## config.mk

```make
export PLATFORM = sky130hd
export DESIGN_NAME = card_punch_controller_top
export DESIGN_NICKNAME = d
export VERILOG_FILES = /design/src/design/cpc_pkg.sv /design/src/design/cpc_cfg_regs.sv /design/src/design/cpc_in_stage.sv /design/src/design/cpc_core.sv /design/src/design/cpc_out_stage.sv /design/src/design/card_punch_controller_top.sv
export SDC_FILE = /design/constraint.sdc
export NUM_CORES = 1
export LEC_CHECK = 0
export ABC_AREA = 0
export BUFFER_PORTS_ARGS = -buffer_cell sky130_fd_sc_hd__buf_4
export CAP_MARGIN = 20
export CORE_ASPECT_RATIO = 1.5
export CORE_MARGIN = 2
export CORE_UTILIZATION = 62
export CTS_CLUSTER_DIAMETER = 40
export DETAILED_ROUTE_END_ITERATION = 7
export PLACE_DENSITY = 0.81
export SLEW_MARGIN = 0
export SYNTH_ARGS = -nofsm -noshare
export SYNTH_HDL_FRONTEND = slang
export SYNTH_SLANG_ARGS = --single-unit
export TNS_END_PERCENT = 10
```

## constraint.sdc

```tcl
create_clock -name clk -period 4.4 [get_ports clk]
set_input_delay 0.44 -clock clk [delete_from_list [all_inputs] [get_ports clk]]
set_output_delay 0.44 -clock clk [all_outputs]
set_load 0.03 [all_outputs]
```

## src/design/cpc_pkg.sv

```systemverilog
// ----------------------------------------------------------------------------
// Card punch controller package
// Shared transaction types, codes and constants for the card punch controller.
// ----------------------------------------------------------------------------
`default_nettype none

package cpc_pkg;

  // Channel event kinds carried in the func field.
  localparam logic [2:0] FUNC_CODE   = 3'd0;
  localparam logic [2:0] FUNC_DATA   = 3'd1;
  localparam logic [2:0] FUNC_STATUS = 3'd2;
  localparam logic [2:0] FUNC_DISC   = 3'd3;
  localparam logic [2:0] FUNC_TICK   = 3'd4;

  // Fixed function codes.
  localparam logic [11:0] FC_DESELECT   = 12'o0000;
  localparam logic [11:0] FC_BINARY     = 12'o0001;
  localparam logic [11:0] FC_BCD        = 12'o0002;
  localparam logic [11:0] FC_OFFSET     = 12'o0003;
  localparam logic [11:0] FC_CHECK_LAST = 12'o0004;
  localparam logic [11:0] FC_CLEAR     = 12'o0005;
  localparam logic [11:0] FC_RDY_EN     = 12'o0020;
  localparam logic [11:0] FC_RDY_DIS    = 12'o0021;
  localparam logic [11:0] FC_EOI_EN     = 12'o0022;
  localparam logic [11:0] FC_EOI_DIS    = 12'o0023;
  localparam logic [11:0] FC_ERR_EN     = 12'o0024;
  localparam logic [11:0] FC_ERR_DIS    = 12'o0025;

  // Status bits.
  localparam logic [11:0] ST_READY     = 12'o0201;
  localparam logic [11:0] ST_READY_INT = 12'o0200;
  localparam logic [11:0] ST_EOI_INT   = 12'o0400;
  localparam logic [11:0] ST_ERR_INT   = 12'o1000;
  localparam logic [11:0] ST_NON_INT   = 12'o2177;

  // Raw binary card marker in the low five bits of the first word.
  localparam logic [4:0] RAW_MARK = 5'o05;

  // Selected operation.
  localparam logic [1:0] SEL_NONE   = 2'd0;
  localparam logic [1:0] SEL_OUTPUT = 2'd1;
  localparam logic [1:0] SEL_STATUS = 2'd2;

  // Emitted code kinds.
  localparam logic [1:0] KIND_NONE = 2'd0;
  localparam logic [1:0] KIND_HOL  = 2'd1;
  localparam logic [1:0] KIND_BCD  = 2'd2;
  localparam logic [1:0] KIND_RAW  = 2'd3;

  // Configuration register indexes.
  localparam logic [1:0] CFG_MOTION_DELAY = 2'd0;
  localparam logic [1:0] CFG_OUTPUT_SEL   = 2'd1;
  localparam logic [1:0] CFG_STATUS_SEL   = 2'd2;
  localparam logic [1:0] CFG_MASTER_CLR   = 2'd3;

  // Configuration reset values.
  localparam logic [7:0]  RST_MOTION_DELAY = 8'd20;
  localparam logic [11:0] RST_OUTPUT_SEL   = 12'd1400;
  localparam logic [11:0] RST_STATUS_SEL   = 12'd1300;
  localparam logic [11:0] RST_MASTER_CLR   = 12'd1700;

  localparam logic [7:0] MOTION_SAT = 8'd255;

  typedef struct packed {
    logic [2:0]  func;
    logic [11:0] word;
  } in_item_t;

  typedef struct packed {
    logic        accepted;
    logic        card_done;
    logic [8:0]  card_length;
    logic        raw_card;
    logic [8:0]  column;
    logic [1:0]  code_kind;
    logic [11:0] code;
    logic [11:0] status_word;
    logic        interrupt;
  } out_item_t;

  typedef struct packed {
    logic [7:0]  motion_delay_ticks;
    logic [11:0] output_select_code;
    logic [11:0] status_select_code;
    logic [11:0] master_clear_code;
  } cfg_t;

  // Status bits that the three enable flags unmask.
  function automatic logic [11:0] enable_bits(input logic [2:0] en);
    logic [11:0] m;
    m = '0;
    if (en[0]) m = m | ST_READY_INT;
    if (en[1]) m = m | ST_EOI_INT;
    if (en[2]) m = m | ST_ERR_INT;
    return m;
  endfunction

endpackage

`default_nettype wire

```

## src/design/cpc_cfg_regs.sv

```systemverilog
// ----------------------------------------------------------------------------
// Card punch controller configuration registers
// Holds the motion delay and the three programmable function codes.
// ----------------------------------------------------------------------------
`default_nettype none

module cpc_cfg_regs
  import cpc_pkg::*;
(
  input  wire logic        clk,
  input  wire logic        rst_n,
  input  wire logic        wr_en,
  input  wire logic [1:0]  wr_index,
  input  wire logic [11:0] wr_data,
  output cfg_t             cfg
);

  cfg_t cfg_r;
  cfg_t cfg_nxt;

  always_comb begin
    cfg_nxt = cfg_r;
    if (wr_en) begin
      unique case (wr_index)
        CFG_MOTION_DELAY: cfg_nxt.motion_delay_ticks = wr_data[7:0];
        CFG_OUTPUT_SEL:   cfg_nxt.output_select_code = wr_data;
        CFG_STATUS_SEL:   cfg_nxt.status_select_code = wr_data;
        CFG_MASTER_CLR:   cfg_nxt.master_clear_code  = wr_data;
        default: ;
      endcase
    end
  end

  always_ff @(posedge clk) begin
    if (!rst_n) begin
      cfg_r.motion_delay_ticks <= RST_MOTION_DELAY;
      cfg_r.output_select_code <= RST_OUTPUT_SEL;
      cfg_r.status_select_code <= RST_STATUS_SEL;
      cfg_r.master_clear_code  <= RST_MASTER_CLR;
    end else begin
      cfg_r <= cfg_nxt;
    end
  end

  assign cfg = cfg_r;

endmodule

`default_nettype wire

```

## src/design/cpc_in_stage.sv

```systemverilog
// ----------------------------------------------------------------------------
// Card punch controller input stage
// Registers one incoming transaction ahead of the processing step.
// ----------------------------------------------------------------------------
`default_nettype none

module cpc_in_stage
  import cpc_pkg::*;
(
  input  wire logic     clk,
  input  wire logic     rst_n,
  input  wire logic     in_valid,
  output logic          in_ready,
  input  wire in_item_t in_data,
  output logic          s_valid,
  input  wire logic     s_ready,
  output in_item_t      s_data
);

  logic     valid_r;
  logic     valid_nxt;
  in_item_t data_r;

  assign in_ready  = !valid_r || s_ready;
  assign valid_nxt = (in_valid && in_ready) || (valid_r && !s_ready);

  always_ff @(posedge clk) begin
    if (!rst_n) begin
      valid_r <= 1'b0;
    end else begin
      valid_r <= valid_nxt;
    end
  end

  always_ff @(posedge clk) begin
    if (in_valid && in_ready) begin
      data_r <= in_data;
    end
  end

  assign s_valid = valid_r;
  assign s_data  = data_r;

endmodule

`default_nettype wire

```

## src/design/cpc_core.sv

```systemverilog
// ----------------------------------------------------------------------------
// Card punch controller core
// Holds the controller state and computes one result per processed event.
// ----------------------------------------------------------------------------
`default_nettype none

module cpc_core
  import cpc_pkg::*;
#(
  parameter int CARD_COLUMNS = 80
) (
  input  wire logic     clk,
  input  wire logic     rst_n,
  input  wire logic     step,
  input  wire in_item_t item,
  input  wire cfg_t     cfg,
  output out_item_t     result
);

  localparam logic [8:0] FULL_HOL = 9'(CARD_COLUMNS);
  localparam logic [8:0] FULL_RAW = 9'(CARD_COLUMNS * 4);

  logic        binary_r,  binary_nxt;
  logic        raw_r,     raw_nxt;
  logic [2:0]  int_en_r,  int_en_nxt;
  logic [11:0] status_r,  status_nxt;
  logic [8:0]  col_r,     col_nxt;
  logic [7:0]  motion_r,  motion_nxt;
  logic [1:0]  sel_r,     sel_nxt;

  logic        can_finish;
  logic        card_full;
  logic        raw_first;

  assign can_finish = (col_r != 9'd0);
  assign card_full  = raw_r ? (col_r >= FULL_RAW) : (col_r >= FULL_HOL);
  assign raw_first  = binary_r && (item.word[4:0] == RAW_MARK);

  always_comb begin
    binary_nxt = binary_r;
    raw_nxt    = raw_r;
    int_en_nxt = int_en_r;
    status_nxt = status_r;
    col_nxt    = col_r;
    motion_nxt = motion_r;
    sel_nxt    = sel_r;
    result     = '0;

    unique case (item.func)
      FUNC_CODE: begin
        if (item.word == cfg.output_select_code) begin
          status_nxt = ST_READY;
          sel_nxt    = SEL_OUTPUT;
        end else if (item.word == cfg.status_select_code) begin
          sel_nxt = SEL_STATUS;
        end else if (item.word != cfg.master_clear_code) begin
          case (item.word) inside
            FC_DESELECT, FC_CLEAR: begin
              int_en_nxt = 3'b000;
              binary_nxt = 1'b0;
            end
            FC_BINARY: binary_nxt = 1'b1;
            FC_BCD:    binary_nxt = 1'b0;
            FC_CHECK_LAST: begin
              if (can_finish) begin
                motion_nxt         = '0;
                col_nxt            = '0;
                result.card_done   = 1'b1;
                result.card_length = col_r;
              end
            end
            FC_RDY_EN: begin
              int_en_nxt[0] = 1'b1;
              status_nxt    = status_r & ~ST_READY_INT;
            end
            FC_RDY_DIS: begin
              int_en_nxt[0] = 1'b0;
              status_nxt    = status_r & ~ST_READY_INT;
            end
            FC_EOI_EN: begin
              int_en_nxt[1] = 1'b1;
              status_nxt    = status_r & ~ST_EOI_INT;
            end
            FC_EOI_DIS: begin
              int_en_nxt[1] = 1'b0;
              status_nxt    = status_r & ~ST_EOI_INT;
            end
            FC_ERR_EN: begin
              int_en_nxt[2] = 1'b1;
              status_nxt    = status_r & ~ST_ERR_INT;
            end
            FC_ERR_DIS: begin
              int_en_nxt[2] = 1'b0;
              status_nxt    = status_r & ~ST_ERR_INT;
            end
            default: ;  // offset and unknown codes do nothing
          endcase
        end
      end
      FUNC_DATA: begin
        if (sel_r == SEL_OUTPUT && motion_r >= cfg.motion_delay_ticks) begin
          if (card_full) begin
            // A full card is punched by the next offered word, which is refused.
            motion_nxt         = '0;
            col_nxt            = '0;
            result.card_done   = 1'b1;
            result.card_length = col_r;
          end else begin
            if (col_r == 9'd0) begin
              raw_nxt = raw_first;
            end
            result.accepted = 1'b1;
            result.column   = col_r;
            result.code     = item.word;
            if (raw_nxt) begin
              result.code_kind = KIND_RAW;
              col_nxt          = col_r + 9'd4;
            end else if (binary_r) begin
              result.code_kind = KIND_HOL;
              col_nxt          = col_r + 9'd1;
            end else begin
              result.code_kind = KIND_BCD;
              col_nxt          = col_r + 9'd2;
            end
          end
        end
      end
      FUNC_STATUS: begin
        if (sel_r == SEL_STATUS) begin
          result.status_word = status_r & (enable_bits(int_en_r) | ST_NON_INT);
        end
      end
      FUNC_DISC: begin
        status_nxt = status_r | ST_EOI_INT;
        if (can_finish) begin
          motion_nxt         = '0;
          col_nxt            = '0;
          result.card_done   = 1'b1;
          result.card_length = col_r;
        end
      end
      FUNC_TICK: begin
        if (motion_r != MOTION_SAT) begin
          motion_nxt = motion_r + 8'd1;
        end
      end
      default: ;
    endcase

    result.raw_card  = raw_nxt;
    result.interrupt = |(status_nxt & enable_bits(int_en_nxt));
  end

  always_ff @(posedge clk) begin
    if (!rst_n) begin
      binary_r <= 1'b0;
      raw_r    <= 1'b0;
      int_en_r <= 3'b000;
      status_r <= ST_READY;
      col_r    <= '0;
      motion_r <= MOTION_SAT;
      sel_r    <= SEL_NONE;
    end else if (step) begin
      binary_r <= binary_nxt;
      raw_r    <= raw_nxt;
      int_en_r <= int_en_nxt;
      status_r <= status_nxt;
      col_r    <= col_nxt;
      motion_r <= motion_nxt;
      sel_r    <= sel_nxt;
    end
  end

endmodule

`default_nettype wire

```

## src/design/cpc_out_stage.sv

```systemverilog
// ----------------------------------------------------------------------------
// Card punch controller output stage
// Result register that holds one transaction until the consumer takes it.
// ----------------------------------------------------------------------------
`default_nettype none

module cpc_out_stage
  import cpc_pkg::*;
(
  input  wire logic      clk,
  input  wire logic      rst_n,
  input  wire logic      r_valid,
  output logic           r_ready,
  input  wire out_item_t r_data,
  output logic           out_valid,
  input  wire logic      out_ready,
  output out_item_t      out_data
);

  logic      valid_r;
  logic      valid_nxt;
  out_item_t data_r;

  assign r_ready   = !valid_r || out_ready;
  assign valid_nxt = (r_valid && r_ready) || (valid_r && !out_ready);

  always_ff @(posedge clk) begin
    if (!rst_n) begin
      valid_r <= 1'b0;
    end else begin
      valid_r <= valid_nxt;
    end
  end

  always_ff @(posedge clk) begin
    if (r_valid && r_ready) begin
      data_r <= r_data;
    end
  end

  assign out_valid = valid_r;
  assign out_data  = data_r;

endmodule

`default_nettype wire

```

## src/design/card_punch_controller_top.sv

```systemverilog
// ----------------------------------------------------------------------------
// Card punch controller top level
// Channel controller for a card punch: function codes, data words, status
// reads, disconnects and time ticks in; one result transaction out per event.
// ----------------------------------------------------------------------------
//
//   Channel   Ports                               Direction  Payload
//   input     in_valid / in_ready / in_data       in         in_item_t (func, word)
//   result    out_valid / out_ready / out_data    out        out_item_t
//   config    cfg_valid / cfg_ready / cfg_index,  in         2-bit index, 12-bit data
//             cfg_data
//
// Every input transaction yields exactly one result transaction. An event is
// registered at the input, processed against the controller state, and lands
// in the result register, so the block sustains one transaction per cycle
// while out_ready is high. The only stall comes from out_ready: a held result
// backs up the input register, and in_ready drops once both are full. Reset
// is synchronous and active low; it restores the register defaults and the
// power-up controller state. Configuration writes are always taken.
// ----------------------------------------------------------------------------
`default_nettype none

module card_punch_controller_top
  import cpc_pkg::*;
#(
  parameter int CARD_COLUMNS = 80
) (
  input  wire logic        clk,
  input  wire logic        rst_n,
  input  wire logic        in_valid,
  output logic             in_ready,
  input  wire in_item_t    in_data,
  output logic             out_valid,
  input  wire logic        out_ready,
  output out_item_t        out_data,
  input  wire logic        cfg_valid,
  output logic             cfg_ready,
  input  wire logic [1:0]  cfg_index,
  input  wire logic [11:0] cfg_data
);

  cfg_t      cfg;
  logic      s_valid;
  logic      s_ready;
  in_item_t  s_data;
  out_item_t result;

  // The register file never stalls a write.
  assign cfg_ready = 1'b1;

  cpc_cfg_regs u_cfg (
    .clk      (clk),
    .rst_n    (rst_n),
    .wr_en    (cfg_valid && cfg_ready),
    .wr_index (cfg_index),
    .wr_data  (cfg_data),
    .cfg      (cfg)
  );

  cpc_in_stage u_in (
    .clk      (clk),
    .rst_n    (rst_n),
    .in_valid (in_valid),
    .in_ready (in_ready),
    .in_data  (in_data),
    .s_valid  (s_valid),
    .s_ready  (s_ready),
    .s_data   (s_data)
  );

  // The controller state advances exactly when a processed event moves into
  // the result register, so a stalled result never updates state twice.
  cpc_core #(
    .CARD_COLUMNS (CARD_COLUMNS)
  ) u_core (
    .clk    (clk),
    .rst_n  (rst_n),
    .step   (s_valid && s_ready),
    .item   (s_data),
    .cfg    (cfg),
    .result (result)
  );

  cpc_out_stage u_out (
    .clk       (clk),
    .rst_n     (rst_n),
    .r_valid   (s_valid),
    .r_ready   (s_ready),
    .r_data    (result),
    .out_valid (out_valid),
    .out_ready (out_ready),
    .out_data  (out_data)
  );

endmodule

`default_nettype wire

```

==> results of run 1 <==
[registers in the layout (all words and copies together) (netlist names)]
signal / count
u_cfg.cfg: 44
u_out.out_data: 40
u_in.s_data: 15
u_core.col_r: 9
u_core.motion_r: 8
u_core.status_r: 4
u_core.int_en_r: 3
u_core.sel_r: 2
u_core.binary_r: 1
u_core.raw_r: 1
u_in.s_valid: 1
u_out.out_valid: 1
[power groups by stage]
stage | registers, mW | clock network, mW | logic (mW)
4_1_cts | 1.33 | 1.42 | 0.239
3_3_place_gp | 1.36 | 0 | 0.230
5_1_grt | 1.34 | 1.48 | 0.260
2_1_floorplan | 1.37 | 0 | 0.143
6_report | 1.33 | 1.42 | 0.240
3_5_place_dp | 1.36 | 0 | 0.236
[how the worst max path moves through the flow]
stage | depth (start not counted) | slack, ns | endpoint
3_5_place_dp | 9 | 1.64 | u_out.out_data[37]$_DFFE_PP_
2_1_floorplan | 8 | 2.13 | u_out.out_data[37]$_DFFE_PP_
5_1_grt | 9 | 1.49 | u_core.motion_r[5]$_SDFFE_PN1P_
4_1_cts | 9 | 1.64 | u_out.out_data[37]$_DFFE_PP_
6_report | 9 | 1.56 | u_out.out_data[37]$_DFFE_PP_
3_3_place_gp | 9 | 1.70 | u_out.out_data[39]$_DFFE_PP_
[kinds of logic after synthesis]
logic type | after synthesis | synth area share [%]
simple gates | 281 | 23.3
buf+inv | 61 | 4.47
flops | 129 | 50.2
compound gates | 113 | 12.2
other cells | 2 | 0.120
fa+ha+maj | 15 | 3.00
mux | 7 | 1.36
xor+xnor | 38 | 5.33
[cells in the mapped netlist (3+ instances only)]
cell                         n  share of area, %
sky130_fd_sc_hd__buf_2       7              0.56
sky130_fd_sc_hd__o31ai_1     3              0.36
sky130_fd_sc_hd__buf_4      11               1.3
sky130_fd_sc_hd__inv_1      20               1.2
sky130_fd_sc_hd__nor2_1     36               2.2
sky130_fd_sc_hd__dfxtp_1    74                24
sky130_fd_sc_hd__nor3_1      7              0.56
sky130_fd_sc_hd__o211ai_1    7              0.84
sky130_fd_sc_hd__nand3_1    25               2.0
sky130_fd_sc_hd__nand4_1     8              0.80
sky130_fd_sc_hd__o32ai_1     4              0.56
sky130_fd_sc_hd__and3_1     34               3.4
sky130_fd_sc_hd__or3_1       5              0.50
sky130_fd_sc_hd__or2_2       3              0.30
sky130_fd_sc_hd__and2_1     13               1.3
sky130_fd_sc_hd__xor2_1     25               3.5
sky130_fd_sc_hd__nand2b_1    5              0.50
sky130_fd_sc_hd__o311ai_1    5              0.70
sky130_fd_sc_hd__o21ai_0    19               1.5
sky130_fd_sc_hd__and4b_1     3              0.48
sky130_fd_sc_hd__nand2_1   107               6.4
sky130_fd_sc_hd__clkbuf_1   20               1.2
sky130_fd_sc_hd__mux2i_1     4              0.64
sky130_fd_sc_hd__nor4_1      9              0.90
sky130_fd_sc_hd__a21oi_1    46               3.7
sky130_fd_sc_hd__xnor2_1    13               1.8
sky130_fd_sc_hd__o21a_1      3              0.36
sky130_fd_sc_hd__edfxtp_1   55                26
sky130_fd_sc_hd__a31oi_1     3              0.30
sky130_fd_sc_hd__nor2b_1     6              0.60
sky130_fd_sc_hd__ha_1       15               3.0
[layout make-up]
cell class,count,share of cell area [%]
inverter,21,1.06
clock inverter,15,2.26
sequential,129,42.3
timing repair buffer,80,8.11
multi-input combinational,463,38.6
tap,115,1.94
clock buffer,17,5.74
[routing by layer]
layer / track usage (%) / vias up / part of all wire [%]
met5: 0 / - / 0
li1: - / 2413 / -
met4: 17.6 / 0 / 4.2
met3: 6.44 / 57 / 5.8
met2: 54.0 / 270 / 54
met1: 31.5 / 2427 / 36
[worst max-delay path: cells and delay by family (launching register included)]
kind	cells	cell delay, ns
buf+inv	2	0.31
flops	1	0.38
compound gates	4	1.26
simple gates	2	0.36
fa+ha+maj	1	0.26
==> impl_metrics.sql, run 1 <==
INSERT INTO impl_metrics (metric_group, metric, value, unit) VALUES
('timing', 'rsz0062_at_grt', 'false', ''),
('routing', 'postRouteAntennaNets', '0', ''),
('worst_setup_path', 'crit_path_max_incr_delay', '0.65', 'ns'),
('routing', 'route.detailed.drc', '0', ''),
('run', 'max-cap-violations', '0', ''),
('power', 'design_power_total', '2.99', 'mW'),
('placed_design', 'placement.setup.worst_slack', '1.64', 'ns'),
('final_layout', 'multi_input_area', '0.00286', 'sq mm'),
('global_routing', 'grt_pass1_vias', '5133', ''),
('power', 'switching_share', '24.3', '%'),
('yosys', 'yosys_warnings', '0', ''),
('worst_setup_path', 'worst_r2r_endpoint', 'u_out.out_data[37]$_DFFE_PP_', ''),
('yosys', 'post_synth_instance_area', '0.00625', 'sq mm'),
('clock_tree', 'post_cts_resized', '0', ''),
('final_layout', 'layout.filler_cells', '659', ''),
('placed_design', 'dp_hpwl', '11000', 'um'),
('power', 'seq_power_share', '44.6', '%'),
('clock_tree', 'cts-root-buf', 'sky130_fd_sc_hd__clkbuf_16', ''),
('placed_design', 'placedCellCount', '808', ''),
('worst_setup_path', 'start_kind', 'flip-flop', ''),
('die', 'ios', '85', ''),
('routing', 'wl_final', '15900', 'um'),
('hold_path', 'hold_path_startpoint', 'in_data[7]', ''),
('worst_setup_path', 'critical_path_end_type', 'flip-flop', ''),
('clock_tree', 'post_cts_hold_buffer_count', '0', ''),
('routing', 'initialDrtViolationCount', '392', ''),
('power', 'switching_power', '0.727', 'mW'),
('worst_setup_path', 'cp.required', '4.57', 'ns'),
('routing', 'vias_per_cell', '6.15', ''),
('power', 'combinational_group_share_of_total_power', '8.0', '%'),
('timing', 'fin_setup_tns', '0', 'ns'),
('timing', 'worst_slew_pin_slew', '0.831', 'ns'),
('global_routing', 'grt_pass1_wl', '25400', 'um'),
('yosys', 'syn_area_per_cell', '9.67', 'sq um'),
('worst_setup_path', 'timing.critical_path.cells', 'inv_1 -> ha_1 -> nand2b_1 -> a2111oi_0 -> o2bb2ai_1 -> buf_4 -> a21oi_1 -> o32ai_4 -> and3_1', ''),
('timing', 'final_critical_path_setup_slack', '1.56', 'ns'),
('power', 'ir_drop', '0.000310', 'V'),
('hold_path', 'hp_class', 'input port to flip-flop', ''),
('die', 'row_count', '44', ''),
('worst_setup_path', 'worst_path_cell_with_the_longest_stage_delay', 'sky130_fd_sc_hd__a2111oi_0', ''),
('placed_design', 'globalplace.congestion', '0.936', ''),
('worst_setup_path', 'cp_data_arrival_time', '3.01', 'ns'),
('yosys', 'synthDistinctLibCells', '73', ''),
('global_routing', 'grt_max_degree', '47', ''),
('final_layout', 'seqCellArea', '0.00313', 'sq mm'),
('die', 'start_util', '64.1', '%'),
('placed_design', 'io_buffers', '75', ''),
('worst_setup_path', 'worstSetupPathType', 'flip-flop to flip-flop', ''),
('final_layout', 'layout.cells.non_filler', '840', ''),
('worst_setup_path', 'critical_path.reg2reg.startpoint', 'u_core.motion_r[0]$_SDFFE_PN1P_', ''),
('hold_path', 'worst_hold_path_stage_count', '1', ''),
('power', 'leakagePower', '3.03', 'nW'),
('timing', 'final.min_clock_period', '2.84', 'ns'),
('timing', 'maxClockFrequency', '353', 'MHz'),
('timing', 'fin_hold_viols', '0', ''),
('yosys', 'yosys_most_used_dff', 'sky130_fd_sc_hd__dfxtp_1', ''),
('clock_tree', 'cts_tree', 'yes', ''),
('placed_design', 'placed_cell_area', '0.00682', 'sq mm'),
('status', 'run_status', 'finished clean', ''),
('final_layout', 'layout.cells.most_common', 'sky130_fd_sc_hd__nand2_1', ''),
('clock_tree', 'cts_post_setup_buffers_inserted', '0', ''),
('die', 'die_height', '127', 'um'),
('yosys', 'synth_async_sr_flop_share', '0', '%'),
('timing', 'fin_hold_ws', '0.193', 'ns'),
('worst_setup_path', 'length_in_cells_of_the_worst_reg_to_reg_path', '9', ''),
('yosys', 'synth_cells', '646', ''),
('final_layout', 'post-route-util', '76.0', '%'),
('timing', 'timing.clock.skew', '0.00755', 'ns'),
('timing', 'final_max_slew_viols', '0', ''),
('final_layout', 'final_layout_size_suffix_gt1_share', '17.8', '%'),
('final_layout', 'postLayoutCellArea', '0.00741', 'sq mm');
(Power assumes the default switching activity.)
==> run 2, diff against run 1 <==
--- a/config.mk
+++ b/config.mk
@@ -5,15 +5,15 @@
 export SDC_FILE = /design/constraint.sdc
 export NUM_CORES = 1
 export LEC_CHECK = 0
-export ABC_AREA = 0
+export ABC_AREA = 1
 export BUFFER_PORTS_ARGS = -buffer_cell sky130_fd_sc_hd__buf_4
 export CAP_MARGIN = 20
 export CORE_ASPECT_RATIO = 1.5
 export CORE_MARGIN = 2
-export CORE_UTILIZATION = 62
+export CORE_UTILIZATION = 53
 export CTS_CLUSTER_DIAMETER = 40
 export DETAILED_ROUTE_END_ITERATION = 7
-export PLACE_DENSITY = 0.81
+export PLACE_DENSITY = 0.73
 export SLEW_MARGIN = 0
 export SYNTH_ARGS = -nofsm -noshare
 export SYNTH_HDL_FRONTEND = slang
==> constraint.sdc (replaced) <==
create_clock -name clk -period 2.6 [get_ports clk]
set_input_delay 0.26 -clock clk [delete_from_list [all_inputs] [get_ports clk]]
set_output_delay 0.26 -clock clk [all_outputs]
set_load 0.03 [all_outputs]
==> run 2 against run 1 <==
- synthesized area increased by 10%
- critical path type unchanged
- clock-buffer cell count increased by 3
- sequential share of layout area down 3.9 points
- combinational power grew 120%
- first-iteration DRC count shrank 17%
- global-route usage shrank 5.0 points
- highest routed layer unchanged
- design area up 10%
- fmax rose by 27%
- wire length up 7.6%
==> impl_metrics.sql, run 2 <==
INSERT INTO impl_metrics (metric_group, metric, value, unit) VALUES
('worst_setup_path', 'cp_data_arrival_time', '2.48', 'ns'),
('yosys', 'most_frequent_cells_after_synthesis', 'sky130_fd_sc_hd__nand2_1, sky130_fd_sc_hd__nor2_1, sky130_fd_sc_hd__inv_1', ''),
('die', 'core_region_area', '0.0126', 'sq mm'),
('worst_setup_path', 'length_in_cells_of_the_worst_reg_to_reg_path', '12', ''),
('worst_setup_path', 'timing.critical_path.cells', 'inv_1 -> ha_1 -> nand2_1 -> nor2_1 -> nand4_1 -> nand3_1 -> nand2_1 -> inv_1 -> nand4_1 -> o21ai_0 -> clkinv_1 -> a21oi_1', ''),
('timing', 'final_max_slew_viols', '0', ''),
('clock_tree', 'cts-root-buf', 'sky130_fd_sc_hd__clkbuf_16', ''),
('global_routing', 'grt_overflow', '0', ''),
('final_layout', 'largest_reg_flops', '44', ''),
('worst_setup_path', 'critical_path_end_type', 'flip-flop', ''),
('routing', 'initialDrtViolationCount', '327', ''),
('worst_setup_path', 'rrSetupSlack', '0.37', 'ns'),
('worst_setup_path', 'critical_path.reg2reg.startpoint', 'u_cfg.cfg[43]$_SDFFE_PN0P_', ''),
('final_layout', 'layout.cells.most_common', 'sky130_fd_sc_hd__nand2_1', ''),
('die', 'die_height', '143', 'um'),
('final_layout', 'layout.filler_cells', '1106', ''),
('worst_setup_path', 'worst_path_dominant_cell_family', 'simple AND/OR/NAND/NOR gates', ''),
('timing', 'fin_hold_viols', '0', ''),
('yosys', 'portion_of_synthesized_cell_area_occupied_by_the_leading_cell_type', '24.0', '%'),
('final_layout', 'areaGrowthSynthToFinish', '18.8', '%'),
('global_routing', 'grt_pass1_wl', '27400', 'um'),
('die', 'start_util', '54.6', '%'),
('final_layout', 'seqCellArea', '0.00313', 'sq mm'),
('placed_design', 'dp_hpwl', '12300', 'um'),
('worst_setup_path', 'crit_path_max_incr_delay', '0.31', 'ns'),
('yosys', 'yosys.cell_count.top_type', 'sky130_fd_sc_hd__nand2_1', ''),
('routing', 'postRouteAntennaNets', '0', ''),
('worst_setup_path', 'worstSetupPathType', 'flip-flop to flip-flop', ''),
('timing', 'fin_setup_tns', '0', 'ns'),
('power', 'switching_share', '26.3', '%'),
('yosys', 'synthDistinctLibCells', '42', ''),
('clock_tree', 'cts_tree', 'yes', ''),
('run', 'max-cap-violations', '0', ''),
('yosys', 'post_synth_instance_area', '0.00687', 'sq mm'),
('power', 'seq_power_share', '44.3', '%'),
('global_routing', 'grt_resource_usage_total', '25.1', '%'),
('power', 'combinational_group_share_of_total_power', '10.2', '%'),
('timing', 'number_of_endpoints_failing_setup_at_the_final_stage', '0', ''),
('die', 'dieArea', '0.0139', 'sq mm'),
('timing', 'rsz0062_at_grt', 'false', ''),
('final_layout', 'antenna-diode-count', '0', ''),
('power', 'clock_power_share', '45.5', '%'),
('clock_tree', 'cts.htree.levels', '4', ''),
('final_layout', 'final_layout_size_suffix_gt1_share', '16.8', '%'),
('global_routing', 'grt_max_degree', '44', ''),
('routing', 'dr_total_vias', '5953', ''),
('global_routing', 'antenna_violations_before_repair', '0', ''),
('status', 'run_status', 'finished clean', ''),
('yosys', 'syn_area_per_cell', '7.85', 'sq um'),
('worst_setup_path', 'path_max_fanout', '9', ''),
('yosys', 'synth_async_sr_flop_share', '0', '%'),
('die', 'die_width', '97.0', 'um'),
('routing', 'drt-wirelength-per-cell', '15.1', 'um'),
('final_layout', 'multi_input_area', '0.00318', 'sq mm'),
('yosys', 'ys_top_cells_by_area', 'sky130_fd_sc_hd__edfxtp_1, sky130_fd_sc_hd__dfxtp_1, sky130_fd_sc_hd__nand2_1', ''),
('yosys', 'synth-edff-count', '55', ''),
('global_routing', 'grt_pass1_vias', '5757', ''),
('worst_setup_path', 'worst_path_cell_with_the_longest_stage_delay', 'sky130_fd_sc_hd__dfxtp_1', ''),
('hold_path', 'hp_class', 'input port to flip-flop', ''),
('yosys', 'yosys_most_used_dff', 'sky130_fd_sc_hd__dfxtp_1', ''),
('die', 'row_count', '50', ''),
('power', 'ir_drop', '0.000503', 'V'),
('yosys', 'yosys_warnings', '0', ''),
('power', 'leakagePower', '3.70', 'nW'),
('clock_tree', 'path_clk_slew', '0.06', 'ns'),
('timing', 'timing.clock.skew', '0.00909', 'ns'),
('routing', 'detail_route.first_pass.iterations', '4', ''),
('yosys', 'yosys_register_bits', '129', ''),
('power', 'switching_power', '1.35', 'mW'),
('power', 'p_int', '3.77', 'mW'),
('timing', 'maxClockFrequency', '449', 'MHz'),
('power', 'design_power_total', '5.12', 'mW'),
('worst_setup_path', 'start_kind', 'flip-flop', ''),
('die', 'ios', '85', ''),
('final_layout', 'layout.cells.most_common_list', 'sky130_fd_sc_hd__nand2_1, sky130_fd_sc_hd__nor2_1, sky130_fd_sc_hd__buf_4', ''),
('yosys', 'synthDominantAreaCellType', 'sky130_fd_sc_hd__edfxtp_1', ''),
('clock_tree', 'cts_max_path_buffers', '2', ''),
('worst_setup_path', 'cp.required', '2.85', 'ns'),
('timing', 'worst_slew_pin_slew', '0.797', 'ns'),
('worst_setup_path', 'critical_path_depth_in_cells', '12', ''),
('worst_setup_path', 'worst_r2r_endpoint', 'u_out.out_data[39]$_DFFE_PP_', ''),
('timing', 'final.min_clock_period', '2.23', 'ns'),
('timing', 'min_period_over_period', '85.6', '%'),
('clock_tree', 'tritoncts_num_sinks', '129', ''),
('placed_design', 'io_buffers', '75', ''),
('routing', 'vias_per_cell', '5.28', ''),
('placed_design', 'globalplace.congestion', '0.923', ''),
('yosys', 'synth_sequential_area_ratio', '45.6', '%'),
('worst_setup_path', 'worst_setup_path_endpoint', 'u_out.out_data[39]$_DFFE_PP_', ''),
('worst_setup_path', 'startpoint', 'u_cfg.cfg[43]$_SDFFE_PN0P_', ''),
('routing', 'route.detailed.drc', '0', ''),
('power', 'power.density', '627', 'mW/mm^2'),
('yosys', 'synth_cells', '875', ''),
('routing', 'wl_final', '17100', 'um'),
('clock_tree', 'clk_latency', '0.42', 'ns'),
('clock_tree', 'tritoncts.num_buffers', '17', ''),
('clock_tree', 'post_cts_resized', '0', ''),
('final_layout', 'nets', '1008', ''),
('worst_setup_path', 'cp.buffers_inverters', '3', ''),
('timing', 'slew-limit-headroom', '46.8', '%');
run 2: area by class of cell:
cell class	count	share of cell area (%)
sequential	129	38.4
timing repair buffer	92	8.55
clock inverter	12	1.50
tap	156	2.39
clock buffer	20	5.59
inverter	98	4.57
multi-input combinational	621	39.0
run 2: worst min path at each step:
stage / start / to / slack (ns) / cells after the start
2_1_floorplan: in_data[0] / u_in.s_data[0]$_DFFE_PP_ / 0.36 / 0
3_3_place_gp: u_core.status_r[0]$_SDFFE_PN1P_ / u_core.status_r[0]$_SDFFE_PN1P_ / 0.43 / 2
3_5_place_dp: u_core.status_r[0]$_SDFFE_PN1P_ / u_core.status_r[0]$_SDFFE_PN1P_ / 0.43 / 2
4_1_cts: in_data[7] / u_in.s_data[7]$_DFFE_PP_ / 0.0008 / 1
5_1_grt: in_data[7] / u_in.s_data[7]$_DFFE_PP_ / 0.003 / 1
6_report: in_data[7] / u_in.s_data[7]$_DFFE_PP_ / 0.01 / 1
run 2: worst register-to-register path: stages, from the launching register on:
cell                       delay (ns)
sky130_fd_sc_hd__dfxtp_1         0.31
sky130_fd_sc_hd__inv_1           0.06
sky130_fd_sc_hd__ha_1            0.30
sky130_fd_sc_hd__nand2_1         0.07
sky130_fd_sc_hd__nor2_1          0.13
sky130_fd_sc_hd__nand4_1         0.09
sky130_fd_sc_hd__nand3_1         0.12
sky130_fd_sc_hd__nand2_1         0.10
sky130_fd_sc_hd__inv_1           0.10
sky130_fd_sc_hd__nand4_1         0.10
sky130_fd_sc_hd__o21ai_0         0.12
sky130_fd_sc_hd__clkinv_1        0.29
sky130_fd_sc_hd__a21oi_1         0.28
run 2: per-stage QoR:
stage	cell area, sq um	setup slack [ns]	utilization [%]	std cells	hold slack (ns)
6_report	8160	0.373	64.9	1128	0.0108
4_1_cts	8160	0.396	64.9	1128	0.000775
5_1_grt	8160	0.100	64.9	1128	0.00261
3_5_place_dp	7550	0.416	60.1	1093	0.434
3_3_place_gp	7550	0.433	60.1	1093	0.432
2_1_floorplan	6900	0.0629	-	882	0.359
run 2: per-layer routing:
layer | wire length, um | GRT usage [%]
met1 | 6660 | 27.0
met2 | 9090 | 47.0
met3 | 653 | 3.55
met4 | 658 | 14.0
met5 | 0 | 0
run 2: repair_timing:
| item | in CTS | in global routing |
|---|---|---|
| endpoints found under the hold margin | 3 | 0 |
| setup endpoints to repair | 0 | 0 |
| hold buffers | 3 | 0 |
| buffers inserted | 0 | 0 |
run 2: logic make-up (layout without fill, tap and decap cells):
kind of cell / Yosys count / count (layout) / share of synthesized area, %
xor+xnor: 36 / 36 / 4.59
other cells: 2 / 9 / 0.109
simple gates: 450 / 450 / 29.6
compound gates: 111 / 111 / 8.94
flops: 129 / 129 / 45.6
fa+ha+maj: 15 / 15 / 2.73
buf+inv: 132 / 222 / 8.42
run 2: power by group through the flow:
stage	Combinational, mW	Sequential, mW	Clock [mW]
final	0.525	2.27	2.33
after global placement	0.511	2.31	0
after CTS	0.527	2.27	2.35
after detailed placement	0.520	2.31	0
after floorplan	0.329	2.34	0
after global routing	0.580	2.28	2.44
==> run 3, diff against run 2 <==
--- a/config.mk
+++ b/config.mk
@@ -5,15 +5,15 @@
 export SDC_FILE = /design/constraint.sdc
 export NUM_CORES = 1
 export LEC_CHECK = 0
-export ABC_AREA = 1
 export BUFFER_PORTS_ARGS = -buffer_cell sky130_fd_sc_hd__buf_4
 export CAP_MARGIN = 20
 export CORE_ASPECT_RATIO = 1.5
 export CORE_MARGIN = 2
-export CORE_UTILIZATION = 53
+export CORE_UTILIZATION = 52
 export CTS_CLUSTER_DIAMETER = 40
 export DETAILED_ROUTE_END_ITERATION = 7
-export PLACE_DENSITY = 0.73
+export HOLD_SLACK_MARGIN = 0.02
+export PLACE_DENSITY = 0.72
 export SLEW_MARGIN = 0
 export SYNTH_ARGS = -nofsm -noshare
 export SYNTH_HDL_FRONTEND = slang
==> run 3 against run 2 <==
- the flow now finishes with violations (negative setup slack)
- combinational power shrank 8.2%
- global-route usage down 0.10 points
- clock skew about the same
- cell count decreased by 19%
- fmax down 16%
- clock-buffer cell count did not move
- critical path depth shrank 4
- non-clock buffer count is 29 higher
==> impl_metrics.sql, run 3 (synthesis gave the netlist of run 1 again) <==
INSERT INTO impl_metrics (metric_group, metric, value, unit) VALUES
('status', 'run_status', 'finished, violations left', ''),
('status', 'violations_in_the_final_reports', 'negative setup slack', ''),
('worst_setup_path', 'path_max_fanout', '7', ''),
('global_routing', 'grt_pass1_vias', '5236', ''),
('routing', 'route.detailed.drc', '0', ''),
('worst_setup_path', 'worst_r2r_endpoint', 'u_core.motion_r[7]$_SDFFE_PN1P_', ''),
('timing', 'maxClockFrequency', '377', 'MHz'),
('worst_setup_path', 'rrSetupSlack', '-0.06', 'ns'),
('timing', 'final_critical_path_setup_slack', '-0.0553', 'ns'),
('global_routing', 'grt_overflow', '0', ''),
('power', 'ir_drop', '0.000543', 'V'),
('timing', 'fin_hold_ws', '0.0349', 'ns'),
('power', 'switching_power', '1.23', 'mW'),
('power', 'leakagePower', '3.23', 'nW'),
('hold_path', 'worst_hold_path_stage_count', '1', ''),
('routing', 'initialDrtViolationCount', '459', ''),
('die', 'ios', '85', ''),
('run', 'max-cap-violations', '0', ''),
('timing', 'worst_slew_pin_slew', '0.906', 'ns'),
('die', 'die_height', '138', 'um'),
('routing', 'vias_per_cell', '5.71', ''),
('global_routing', 'grt_resource_usage_total', '25.0', '%'),
('die', 'dieArea', '0.0129', 'sq mm'),
('routing', 'wl_final', '16000', 'um'),
('worst_setup_path', 'cp.required', '2.92', 'ns'),
('timing', 'final.min_clock_period', '2.66', 'ns'),
('clock_tree', 'cts.htree.levels', '4', ''),
('clock_tree', 'tritoncts_num_sinks', '129', ''),
('final_layout', 'nets', '802', ''),
('timing', 'fin_hold_viols', '0', ''),
('final_layout', 'layout.cells.most_common_list', 'sky130_fd_sc_hd__nand2_1, sky130_fd_sc_hd__buf_4, sky130_fd_sc_hd__dfxtp_1', ''),
('power', 'p_int', '3.75', 'mW'),
('global_routing', 'antenna_violations_before_repair', '0', ''),
('timing', 'slew-limit-headroom', '39.4', '%'),
('routing', 'dr_total_vias', '5250', ''),
('die', 'start_util', '52.8', '%'),
('clock_tree', 'tritoncts.num_buffers', '17', ''),
('routing', 'drt-wirelength-per-cell', '17.4', 'um'),
('clock_tree', 'path_clk_slew', '0.05', 'ns'),
('clock_tree', 'cts-root-buf', 'sky130_fd_sc_hd__clkbuf_16', ''),
('routing', 'detail_route.first_pass.iterations', '5', ''),
('timing', 'final_max_slew_viols', '0', ''),
('die', 'row_count', '49', ''),
('timing', 'min_period_over_period', '102', '%'),
('worst_setup_path', 'worstSetupPathType', 'flip-flop to flip-flop', ''),
('final_layout', 'antenna-diode-count', '0', ''),
('hold_path', 'worstHoldEndpoint', 'u_in.s_data[8]$_DFFE_PP_', ''),
('timing', 'number_of_endpoints_failing_setup_at_the_final_stage', '2', ''),
('power', 'power.density', '630', 'mW/mm^2'),
('global_routing', 'grt_max_degree', '47', ''),
('placed_design', 'dp_hpwl', '11400', 'um'),
('hold_path', 'hold_path_startpoint', 'in_data[8]', ''),
('routing', 'postRouteAntennaNets', '0', ''),
('placed_design', 'globalplace.congestion', '0.867', ''),
('power', 'seq_power_share', '45.1', '%'),
('hold_path', 'hp_class', 'input port to flip-flop', ''),
('worst_setup_path', 'length_in_cells_of_the_worst_reg_to_reg_path', '8', ''),
('power', 'switching_share', '24.7', '%'),
('final_layout', 'areaGrowthSynthToFinish', '26.3', '%'),
('worst_setup_path', 'critical_path_end_type', 'flip-flop', ''),
('clock_tree', 'clk_latency', '0.42', 'ns'),
('worst_setup_path', 'start_kind', 'flip-flop', ''),
('timing', 'timing.clock.skew', '0.00886', 'ns'),
('die', 'core_region_area', '0.0118', 'sq mm'),
('power', 'clock_power_share', '45.3', '%'),
('worst_setup_path', 'cp_data_arrival_time', '2.98', 'ns'),
('final_layout', 'largest_reg_flops', '44', ''),
('clock_tree', 'cts_tree', 'yes', ''),
('final_layout', 'seqCellArea', '0.00315', 'sq mm'),
('final_layout', 'layout.filler_cells', '898', ''),
('global_routing', 'grt_pass1_wl', '25100', 'um'),
('power', 'combinational_group_share_of_total_power', '9.7', '%'),
('worst_setup_path', 'critical_path.reg2reg.startpoint', 'u_core.motion_r[7]$_SDFFE_PN1P_', ''),
('final_layout', 'multi_input_area', '0.00295', 'sq mm'),
('clock_tree', 'cts_max_path_buffers', '2', ''),
('final_layout', 'final_layout_size_suffix_gt1_share', '23.2', '%'),
('die', 'die_width', '93.5', 'um'),
('placed_design', 'io_buffers', '75', ''),
('placed_design', 'placement.setup.worst_slack', '0.0654', 'ns');
==> run 3: cell count changes in the layout (fill, tap and decap cells not counted), moves of 10 or more <==
cell                            before  now
sky130_fd_sc_hd__nand2_1           216  107
sky130_fd_sc_hd__nor2_1            122   36
sky130_fd_sc_hd__inv_1              87   16
sky130_fd_sc_hd__nand3_1            63   25
sky130_fd_sc_hd__and3_1              1   33
sky130_fd_sc_hd__o21ai_0            38   17
sky130_fd_sc_hd__buf_4              89  107
sky130_fd_sc_hd__xor2_1             12   25
sky130_fd_sc_hd__and2_1              1   13
sky130_fd_sc_hd__xnor2_1            24   13
sky130_fd_sc_hd__dlygate4sd3_1       3   13
==> run 3: worst max-delay path by stage <==
stage	to	start	cells after the start	slack, ns
6_report	u_core.motion_r[7]$_SDFFE_PN1P_	u_core.motion_r[7]$_SDFFE_PN1P_	8	-0.06
3_3_place_gp	u_core.raw_r$_SDFFE_PN0P_	u_core.motion_r[0]$_SDFFE_PN1P_	9	0.15
2_1_floorplan	u_out.out_data[37]$_DFFE_PP_	u_core.motion_r[0]$_SDFFE_PN1P_	8	0.33
5_1_grt	u_core.motion_r[5]$_SDFFE_PN1P_	u_core.motion_r[7]$_SDFFE_PN1P_	8	-0.11
4_1_cts	u_core.raw_r$_SDFFE_PN0P_	u_core.motion_r[0]$_SDFFE_PN1P_	9	0.05
3_5_place_dp	u_core.raw_r$_SDFFE_PN0P_	u_core.motion_r[0]$_SDFFE_PN1P_	9	0.07
==> run 3: routing by layer <==
metal / vias up / track usage, % / wire, um
li1: 2506 / - / -
met3: 61 / 5.40 / 849
met5: - / 0 / 0
met2: 223 / 45.6 / 8770
met4: 0 / 13.2 / 701
met1: 2460 / 26.1 / 5690
==> run 3: timing repair <==
item,4_1_cts,5_1_grt
hold endpoints to repair,13,0
endpoints found under the setup margin,0,30
setup buffers,0,8
hold buffers,13,0
resized for setup,0,27
==> run 3: power groups by stage <==
stage | sequential [mW] | clock, mW | combinational [mW]
3_5_place_dp | 2.29 | 0 | 0.437
4_1_cts | 2.24 | 2.27 | 0.455
3_3_place_gp | 2.28 | 0 | 0.429
6_report | 2.24 | 2.25 | 0.482
5_1_grt | 2.25 | 2.36 | 0.519
2_1_floorplan | 2.31 | 0 | 0.242
==> run 3: area by class of cell <==
class / count / area share (%)
Clock buffer: 20 / 5.80
Clock inverter: 12 / 1.36
Inverter: 21 / 0.999
Multi-Input combinational cell: 463 / 37.4
Sequential cell: 129 / 39.9
Tap cell: 153 / 2.43
Timing Repair Buffer: 121 / 12.1
==> run 3: worst max-delay path, stage by stage, from the launching register on <==
cell and delay, ns:
sky130_fd_sc_hd__dfxtp_2 0.37, sky130_fd_sc_hd__ha_4 0.29, sky130_fd_sc_hd__and3_4 0.21, sky130_fd_sc_hd__o2111ai_4 0.10, sky130_fd_sc_hd__o311a_1 0.43, sky130_fd_sc_hd__o31ai_4 0.09
sky130_fd_sc_hd__nand4_1 0.33, sky130_fd_sc_hd__or3b_4 0.53, sky130_fd_sc_hd__o311ai_4 0.21
==> run 3: metrics by stage <==
stage	total power [mW]	instance area [sq um]	setup TNS, ns	util, %	std cells
2_1_floorplan	2.55	6270	0	-	653
3_3_place_gp	2.71	7030	0	59.4	866
3_5_place_dp	2.72	7030	0	59.4	866
4_1_cts	4.97	7720	0	65.3	911
5_1_grt	5.13	7890	-0.498	66.7	919
6_report	4.97	7890	-0.104	66.7	919
